[src/rtl/ecpc_pkg.sv]
// Shared types, constants and register codes of the escape count pixel colorizer.
`default_nettype none

package ecpc_pkg;

    // Field and storage widths.
    localparam int COUNT_W    = 16;
    localparam int IDX_W      = 8;
    localparam int COLOR_W    = 8;
    localparam int SIZE_W     = 9;
    localparam int OFFSET_W   = 16;
    localparam int CFG_IDX_W  = 2;
    localparam int CFG_DATA_W = 16;

    // Palette memory.
    localparam int PAL_DEPTH = 256;
    localparam int PAL_AW    = $clog2(PAL_DEPTH);

    // Remainder pipeline: four quotient bits are resolved in each stage.
    localparam int DIV_GROUP  = 4;
    localparam int DIV_STAGES = COUNT_W / DIV_GROUP;

    // Register stages between the input and the output register.
    localparam int PIPE_DEPTH = DIV_STAGES + 2;

    // Hue arithmetic. A hue is at most five counts plus the offset.
    localparam int HUE_W         = COUNT_W + 3;
    localparam int Q_W           = HUE_W - 5;
    localparam int RECIP60_W     = 13;
    localparam int RECIP60_SHIFT = 18;
    localparam int RECIP6_W      = 14;
    localparam int RECIP6_SHIFT  = 16;
    localparam int SECTOR_W      = 3;
    localparam int REM60_W       = 6;

    localparam logic [RECIP60_W-1:0] RECIP60      = RECIP60_W'(4369);
    localparam logic [RECIP6_W-1:0]  RECIP6       = RECIP6_W'(10922);
    localparam logic [5:0]           SECTOR_SPAN  = 6'd60;
    localparam logic [2:0]           SECTOR_COUNT = 3'd6;
    localparam logic [COLOR_W-1:0]   FULL         = 8'd255;

    // Hue wheel sectors.
    localparam logic [SECTOR_W-1:0] SECT_RED_UP   = 3'd0;
    localparam logic [SECTOR_W-1:0] SECT_RED_DN   = 3'd1;
    localparam logic [SECTOR_W-1:0] SECT_BLUE_UP  = 3'd2;
    localparam logic [SECTOR_W-1:0] SECT_GREEN_DN = 3'd3;
    localparam logic [SECTOR_W-1:0] SECT_RED_UP2  = 3'd4;

    // Item commands.
    localparam logic CMD_LOAD  = 1'b0;
    localparam logic CMD_PIXEL = 1'b1;

    // Configuration register indexes.
    localparam logic [CFG_IDX_W-1:0] CFG_PALETTE_MODE = 2'd0;
    localparam logic [CFG_IDX_W-1:0] CFG_PALETTE_SIZE = 2'd1;
    localparam logic [CFG_IDX_W-1:0] CFG_HUE_OFFSET   = 2'd2;

    typedef struct packed {
        logic               command;
        logic [IDX_W-1:0]   entry_index;
        logic [COLOR_W-1:0] load_red;
        logic [COLOR_W-1:0] load_green;
        logic [COLOR_W-1:0] load_blue;
        logic [COUNT_W-1:0] escape_count;
    } in_item_t;

    typedef struct packed {
        logic [COLOR_W-1:0] pixel_red;
        logic [COLOR_W-1:0] pixel_green;
        logic [COLOR_W-1:0] pixel_blue;
    } out_item_t;

    typedef struct packed {
        logic [COLOR_W-1:0] red;
        logic [COLOR_W-1:0] green;
        logic [COLOR_W-1:0] blue;
    } rgb_t;

endpackage

`default_nettype wire

[src/rtl/ecpc_hue_path.sv]
// Hue path: hue from the count, sector and ramp by reciprocal multiply, wheel color.
`default_nettype none

module ecpc_hue_path (
    input  wire logic                             clk,
    input  wire logic                             en,
    input  wire logic [ecpc_pkg::COUNT_W-1:0]     escape_count,
    input  wire logic [ecpc_pkg::OFFSET_W-1:0]    hue_offset,
    output ecpc_pkg::rgb_t                        color
);

    localparam int HW  = ecpc_pkg::HUE_W;
    localparam int QW  = ecpc_pkg::Q_W;
    localparam int RW  = ecpc_pkg::REM60_W;
    localparam int SW  = ecpc_pkg::SECTOR_W;
    localparam int P1W = HW + ecpc_pkg::RECIP60_W;
    localparam int P2W = QW + ecpc_pkg::RECIP6_W;
    localparam int Q6W = P2W - ecpc_pkg::RECIP6_SHIFT;
    localparam int CLW = ecpc_pkg::COLOR_W;

    // Stage 1: hue.
    logic [HW-1:0]  hue1_reg;
    logic           zero1_reg;
    // Stage 2: estimated hue / 60, never above the true quotient and at most one below.
    logic [QW-1:0]  qe2_reg;
    logic [HW-1:0]  hue2_reg;
    logic           zero2_reg;
    // Stage 3: exact quotient and remainder by 60.
    logic [QW-1:0]  q3_reg;
    logic [RW-1:0]  rem3_reg;
    logic           zero3_reg;
    // Stage 4: estimated quotient / 6.
    logic [Q6W-1:0] q6e4_reg;
    logic [QW-1:0]  q4_reg;
    logic [RW-1:0]  rem4_reg;
    logic           zero4_reg;
    // Stage 5: sector and ramps.
    logic [SW-1:0]  sect5_reg;
    logic [CLW-1:0] up5_reg;
    logic [CLW-1:0] down5_reg;
    logic           zero5_reg;
    // Stage 6: wheel color.
    ecpc_pkg::rgb_t color6_reg;

    logic [P1W-1:0] prod1;
    logic [HW-1:0]  diff3;
    logic [HW-1:0]  adj3;
    logic [P2W-1:0] prod2;
    logic [QW-1:0]  diff5;
    logic [QW-1:0]  adj5;
    logic [10:0]    ramp17;
    ecpc_pkg::rgb_t wheel;

    always_comb
    begin
        prod1  = P1W'(hue1_reg) * P1W'(ecpc_pkg::RECIP60);
        diff3  = hue2_reg - HW'(qe2_reg) * HW'(ecpc_pkg::SECTOR_SPAN);
        adj3   = diff3 - HW'(ecpc_pkg::SECTOR_SPAN);
        prod2  = P2W'(q3_reg) * P2W'(ecpc_pkg::RECIP6);
        diff5  = q4_reg - QW'(q6e4_reg) * QW'(ecpc_pkg::SECTOR_COUNT);
        adj5   = diff5 - QW'(ecpc_pkg::SECTOR_COUNT);
        // 255 / 60 is exactly 17 / 4.
        ramp17 = {1'b0, rem4_reg, 4'b0000} + 11'(rem4_reg);
    end

    always_comb
    begin
        wheel = '0;
        case (sect5_reg)
            ecpc_pkg::SECT_RED_UP:   wheel = '{red: ecpc_pkg::FULL, green: up5_reg, blue: '0};
            ecpc_pkg::SECT_RED_DN:   wheel = '{red: down5_reg, green: ecpc_pkg::FULL, blue: '0};
            ecpc_pkg::SECT_BLUE_UP:  wheel = '{red: '0, green: ecpc_pkg::FULL, blue: up5_reg};
            ecpc_pkg::SECT_GREEN_DN: wheel = '{red: '0, green: down5_reg, blue: ecpc_pkg::FULL};
            ecpc_pkg::SECT_RED_UP2:  wheel = '{red: up5_reg, green: '0, blue: ecpc_pkg::FULL};
            default:                 wheel = '{red: ecpc_pkg::FULL, green: '0, blue: down5_reg};
        endcase
    end

    always_ff @(posedge clk)
    begin
        if (en) begin
            hue1_reg  <= HW'({escape_count, 2'b00}) + HW'(escape_count) + HW'(hue_offset);
            zero1_reg <= (escape_count == '0);

            qe2_reg   <= prod1[P1W-1:ecpc_pkg::RECIP60_SHIFT];
            hue2_reg  <= hue1_reg;
            zero2_reg <= zero1_reg;

            if (diff3 >= HW'(ecpc_pkg::SECTOR_SPAN)) begin
                q3_reg   <= qe2_reg + QW'(1);
                rem3_reg <= adj3[RW-1:0];
            end else begin
                q3_reg   <= qe2_reg;
                rem3_reg <= diff3[RW-1:0];
            end
            zero3_reg <= zero2_reg;

            q6e4_reg  <= prod2[P2W-1:ecpc_pkg::RECIP6_SHIFT];
            q4_reg    <= q3_reg;
            rem4_reg  <= rem3_reg;
            zero4_reg <= zero3_reg;

            if (diff5 >= QW'(ecpc_pkg::SECTOR_COUNT)) begin
                sect5_reg <= adj5[SW-1:0];
            end else begin
                sect5_reg <= diff5[SW-1:0];
            end
            up5_reg   <= ramp17[9:2];
            down5_reg <= ecpc_pkg::FULL - ramp17[9:2];
            zero5_reg <= zero4_reg;

            color6_reg <= zero5_reg ? '0 : wheel;
        end
    end

    assign color = color6_reg;

endmodule

`default_nettype wire
[config.mk]
export PLATFORM = sky130hd
export DESIGN_NAME = ecpc_hue_path
export DESIGN_NICKNAME = d
export VERILOG_FILES = /design/src/rtl/ecpc_pkg.sv /design/src/rtl/ecpc_hue_path.sv
export SDC_FILE = /design/constraint.sdc
export NUM_CORES = 1
export LEC_CHECK = 0
export BUFFER_PORTS_ARGS = -buffer_cell sky130_fd_sc_hd__buf_2
export CAP_MARGIN = 20
export CORE_MARGIN = 3
export CORE_UTILIZATION = 60
export CTS_BUF_LIST = sky130_fd_sc_hd__clkbuf_16
export DETAILED_ROUTE_END_ITERATION = 10
export HOLD_SLACK_MARGIN = 0.15
export PLACE_DENSITY = 0.87
export SLEW_MARGIN = 30
export SYNTH_ARGS = -nofsm -noshare
export SYNTH_HDL_FRONTEND = slang
export SYNTH_SLANG_ARGS = --single-unit
[constraint.sdc]
create_clock -name clk -period 9.5 [get_ports clk]
set_input_delay 0 -clock clk [delete_from_list [all_inputs] [get_ports clk]]
set_output_delay 0 -clock clk [all_outputs]
set_load 0.005 [all_outputs]
==> impl_metrics.csv <==
group,metric,value,unit
run_status,status,"completed",
critical_path,timing.setup.critical_path_class,"reg -> reg",
floorplan,design.portCount,58,
global_routing,track_usage,23.7,%
critical_path,critical_path.slowest_cell,"sky130_fd_sc_hd__fa_1",
floorplan,initial_utilization,61.8,%
min_path,timing.hold.worst_path_depth,3,
finish,fin_nets,1828,
critical_path,required,9670,ps
clock_network,worst_setup_hold_path_clk_slew,70,ps
drt,ant_nets,0,
critical_path,crit_family,"compound AO/OA/AOI/OAI gates",
clock_network,cts_hold_buf,11,
flow_run,max_cap_viol_count,0,
clock_network,cts_post_setup_buffers_inserted,0,
timing,maximum_frequency_from_static_timing_analysis,148,MHz
synth,synth_xor_area_share,5.02,%
timing,maxSlewHeadroom,39.9,%
finish,diodes,0,
timing,worst-slew-pin-transition,902,ps
finish,fin_cells,1776,
critical_path,crit_path_end_kind,"flop",
critical_path,rr_worst_depth,23,
critical_path,worstPathArrival,6910,ps
timing,grt_setup_unrepaired,"false",
drt,routed_wire_length_per_instance,16.6,µm
global_routing,grt_first_pass_wirelength,50.3,mm
critical_path,worst-path-buf-inv,3,
drt,vias_per_cell,5.73,
synth,syn_avg_cell_area,10.7,µm²
global_routing,grt_max_degree,80,
finish,flow.area_growth_from_synthesis,9.39,%
critical_path,worst_path_largest_cell_delay,620,ps
placement,io_buffer_count,57,
synth,combinational_family_with_the_most_area_after_synthesis,"adder cells",
synth,synth_fa_ha_area_share,35.6,%
synth,area_share_of_the_leading_cell_type_in_the_synthesized_netlist,31.2,%
clock_network,clock-sinks,152,
synth,ys_seq_elements,152,
floorplan,die_x,162,µm
clock_network,cts.root.buffer_cell,"sky130_fd_sc_hd__clkbuf_16",
floorplan,die_height,162,µm
finish,final_layout_size_suffix_gt1_share,8.44,%
synth,synth_area,14600,µm²
timing,setup-tns-final,0,ps
finish,largest_register_ff_count,24,
floorplan,floorplan.die_area,26300,µm²
min_path,min-delay-path-class,"in -> reg",
timing,period_needed,6740,ps
critical_path,biggest_fanout_along_the_worst_timing_path,10,
critical_path,setup.reg_to_reg.worst_slack,2760,ps
clock_network,clk_latency,430,ps
drt,drc,0,
synth,simple_gate_share_of_the_synthesized_area,9.23,%
placement,placed_cells,1733,
drt,drt_iter0_markers,671,
critical_path,rr_endpoint,"q3_reg[13]$_DFFE_PP_",
critical_path,reg2reg_from,"qe2_reg[0]$_DFFE_PP_",
clock_network,postCtsResizedCells,0,
timing,timing.final.hold_violations,0,
floorplan,core_area,23700,µm²
synth,synth-main-ff-cell,"sky130_fd_sc_hd__edfxtp_1",
drt,route.vias.total,10175,
min_path,min_to,"hue1_reg[16]$_DFFE_PP_",
synth,synth_edf_count,152,
synth,post_synth_num_cell_types,72,
synth,post-synth-top-area-cell,"sky130_fd_sc_hd__edfxtp_1",
synth,synth_instances,1371,
drt,postRouteWirelength,29.5,mm
synth,synth.yosys.warnings,0,
clock_network,cts.htree.levels,4,
synth,synth.mux.area_fraction,0.368,%
global_routing,via_count_of_the_first_global_routing_pass,10535,
synth,async_flop_share,0,%
timing,setup_viol,0,
global_routing,grt.overflow.total,0,
critical_path,critical_path.startpoint_type,"flop",
timing,finClkSkew,14.1,ps
clock_network,max-clock-path-buffers,2,
synth,synth_compound_area_share,11.8,%
critical_path,path_cells,"fa_1, inv_1, fa_1, inv_1, ha_1, a21o_1, a21oi_1, nor2b_1, o21ai_0, a211oi_1, o311ai_0, nand2_1, ha_1, nor2b_1, a222oi_1, o211ai_1, a311o_1, nor4_2, nand3_1, nor4b_4, buf_4, a211oi_1, xnor2_1",
synth,synth_sequential_area_ratio,31.2,%
min_path,worstHoldStart,"escape_count[14]",
global_routing,grt_antenna_before_repair,0,
clock_network,cts_made_buffers,17,
timing,final_max_slew_viol_count,0,
placement,gp_routability_congestion,0.949,
synth,netlist_top_cells_area,"sky130_fd_sc_hd__edfxtp_1 31%, sky130_fd_sc_hd__ha_1 21%, sky130_fd_sc_hd__fa_1 15%",
placement,detailedPlacementHpwl,23.6,mm
clock_network,tritoncts_clock_tree,"built",
synth,synth_nets,1755,
floorplan,std_cell_rows,56,
drt,dr.pass1.iters,5,
timing,finalCritPeriodShare,70.9,%
[cells in the final DEF (no fill, tap or decap), drive strengths merged, types with 7 or more instances in the layout]
cell type,Yosys,layout
clkinv,0,8
a211oi,31,31
nand3,16,16
xnor2,57,57
dlygate4sd3,0,11
buf,4,59
a21o,21,21
o21bai,8,8
clkbuf,12,17
o21a,16,16
ha,240,240
nor2,79,79
o31ai,8,8
nand2b,14,14
or3b,9,9
a21oi,70,70
inv,245,252
nor4,10,10
nor2b,23,23
edfxtp,152,152
and2,7,7
nand2,37,37
xor2,26,26
nor3,37,37
o21ai,57,57
fa,110,110
or3,7,7
[synthesized netlist by cell type (6+ instances only)]
library cell               number
sky130_fd_sc_hd__o21a_1        16
sky130_fd_sc_hd__inv_1        245
sky130_fd_sc_hd__nand2_1       37
sky130_fd_sc_hd__a21o_1        21
sky130_fd_sc_hd__edfxtp_1     152
sky130_fd_sc_hd__o31ai_1        8
sky130_fd_sc_hd__a211oi_1      30
sky130_fd_sc_hd__or3b_2         9
sky130_fd_sc_hd__ha_1         240
sky130_fd_sc_hd__nand2b_1      14
sky130_fd_sc_hd__xor2_1        26
sky130_fd_sc_hd__nor2_1        79
sky130_fd_sc_hd__a21oi_1       62
sky130_fd_sc_hd__a21oi_2        8
sky130_fd_sc_hd__nor2b_1       23
sky130_fd_sc_hd__o21bai_1       8
sky130_fd_sc_hd__clkbuf_1      12
sky130_fd_sc_hd__nor3_1        36
sky130_fd_sc_hd__and2_1         6
sky130_fd_sc_hd__o21ai_0       52
sky130_fd_sc_hd__nand3_1       16
sky130_fd_sc_hd__nor4_1         8
sky130_fd_sc_hd__fa_1         110
sky130_fd_sc_hd__or3_1          7
sky130_fd_sc_hd__xnor2_1       56
[area by class of cell]
class / count / area [µm²]
well taps: 319 / 399
repair buffers: 70 / 417
clock inverters: 15 / 191
multi-input cells: 958 / 9090
fillers: 1725 / 7680
clock buffers: 17 / 425
inverters: 245 / 920
flip-flops and latches: 152 / 4560
[metrics by stage]
step | setup WS, ps | hold WS [ps] | utilization [%] | area [µm²]
after global placement | 2890 | 302 | 64.4 | 15300
after floorplan | 3810 | 112 | - | 14600
after global routing | 2230 | 205 | 67.6 | 16000
after CTS | 2840 | 158 | 67.5 | 16000
after detailed placement | 2920 | 297 | 64.5 | 15300
final | 2760 | 163 | 67.6 | 16000
[routing by layer]
| layer | part of all wire (%) | vias up | wire [µm] | global-route usage (%) |
|---|---|---|---|---|
| li1 | - | 4934 | - | - |
| met1 | 42 | 4908 | 12300 | 30.3 |
| met2 | 51 | 270 | 15100 | 42.0 |
| met3 | 4.2 | 63 | 1230 | 2.78 |
| met4 | 2.8 | 0 | 822 | 7.79 |
| met5 | 0 | - | 0 | 0 |
[kinds of logic after synthesis]
kind of cell,after synthesis
and+or+nand+nor,261
adders and majority gates,350
buffers and inverters,261
xor gates and xnor gates,83
muxes,5
AOI/OAI and AO/OA,259
DFF,152
[worst max-delay path by stage]
stage                              start                    end  slack (ps)  cells after the start
finish              qe2_reg[0]$_DFFE_PP_   q3_reg[13]$_DFFE_PP_        2760                     23
global route        qe2_reg[0]$_DFFE_PP_   q3_reg[13]$_DFFE_PP_        2230                     23
CTS                 qe2_reg[0]$_DFFE_PP_   q3_reg[13]$_DFFE_PP_        2840                     23
detailed placement  qe2_reg[0]$_DFFE_PP_    q3_reg[7]$_DFFE_PP_        2920                     23
global placement    qe2_reg[0]$_DFFE_PP_    q3_reg[9]$_DFFE_PP_        2890                     22
floorplan           qe2_reg[0]$_DFFE_PP_  rem3_reg[4]$_DFFE_PP_        3810                     23
[worst reg2reg max path, cell delays in order (launching register included)]
cell	delay, ps
sky130_fd_sc_hd__edfxtp_1	530
sky130_fd_sc_hd__fa_1	620
sky130_fd_sc_hd__inv_1	60
sky130_fd_sc_hd__fa_1	540
sky130_fd_sc_hd__inv_1	70
sky130_fd_sc_hd__ha_1	280
sky130_fd_sc_hd__a21o_1	190
sky130_fd_sc_hd__a21oi_1	210
sky130_fd_sc_hd__nor2b_1	70
sky130_fd_sc_hd__o21ai_0	280
sky130_fd_sc_hd__a211oi_1	190
sky130_fd_sc_hd__o311ai_0	490
sky130_fd_sc_hd__nand2_1	110
sky130_fd_sc_hd__ha_1	390
sky130_fd_sc_hd__nor2b_1	90
sky130_fd_sc_hd__a222oi_1	350
sky130_fd_sc_hd__o211ai_1	160
sky130_fd_sc_hd__a311o_1	360
sky130_fd_sc_hd__nor4_2	170
sky130_fd_sc_hd__nand3_1	190
sky130_fd_sc_hd__nor4b_4	560
sky130_fd_sc_hd__buf_4	300
sky130_fd_sc_hd__a211oi_1	120
sky130_fd_sc_hd__xnor2_1	170
Power is not shown: default switching activity piles up to over one toggle a cycle in this logic, so the estimate is an artifact.
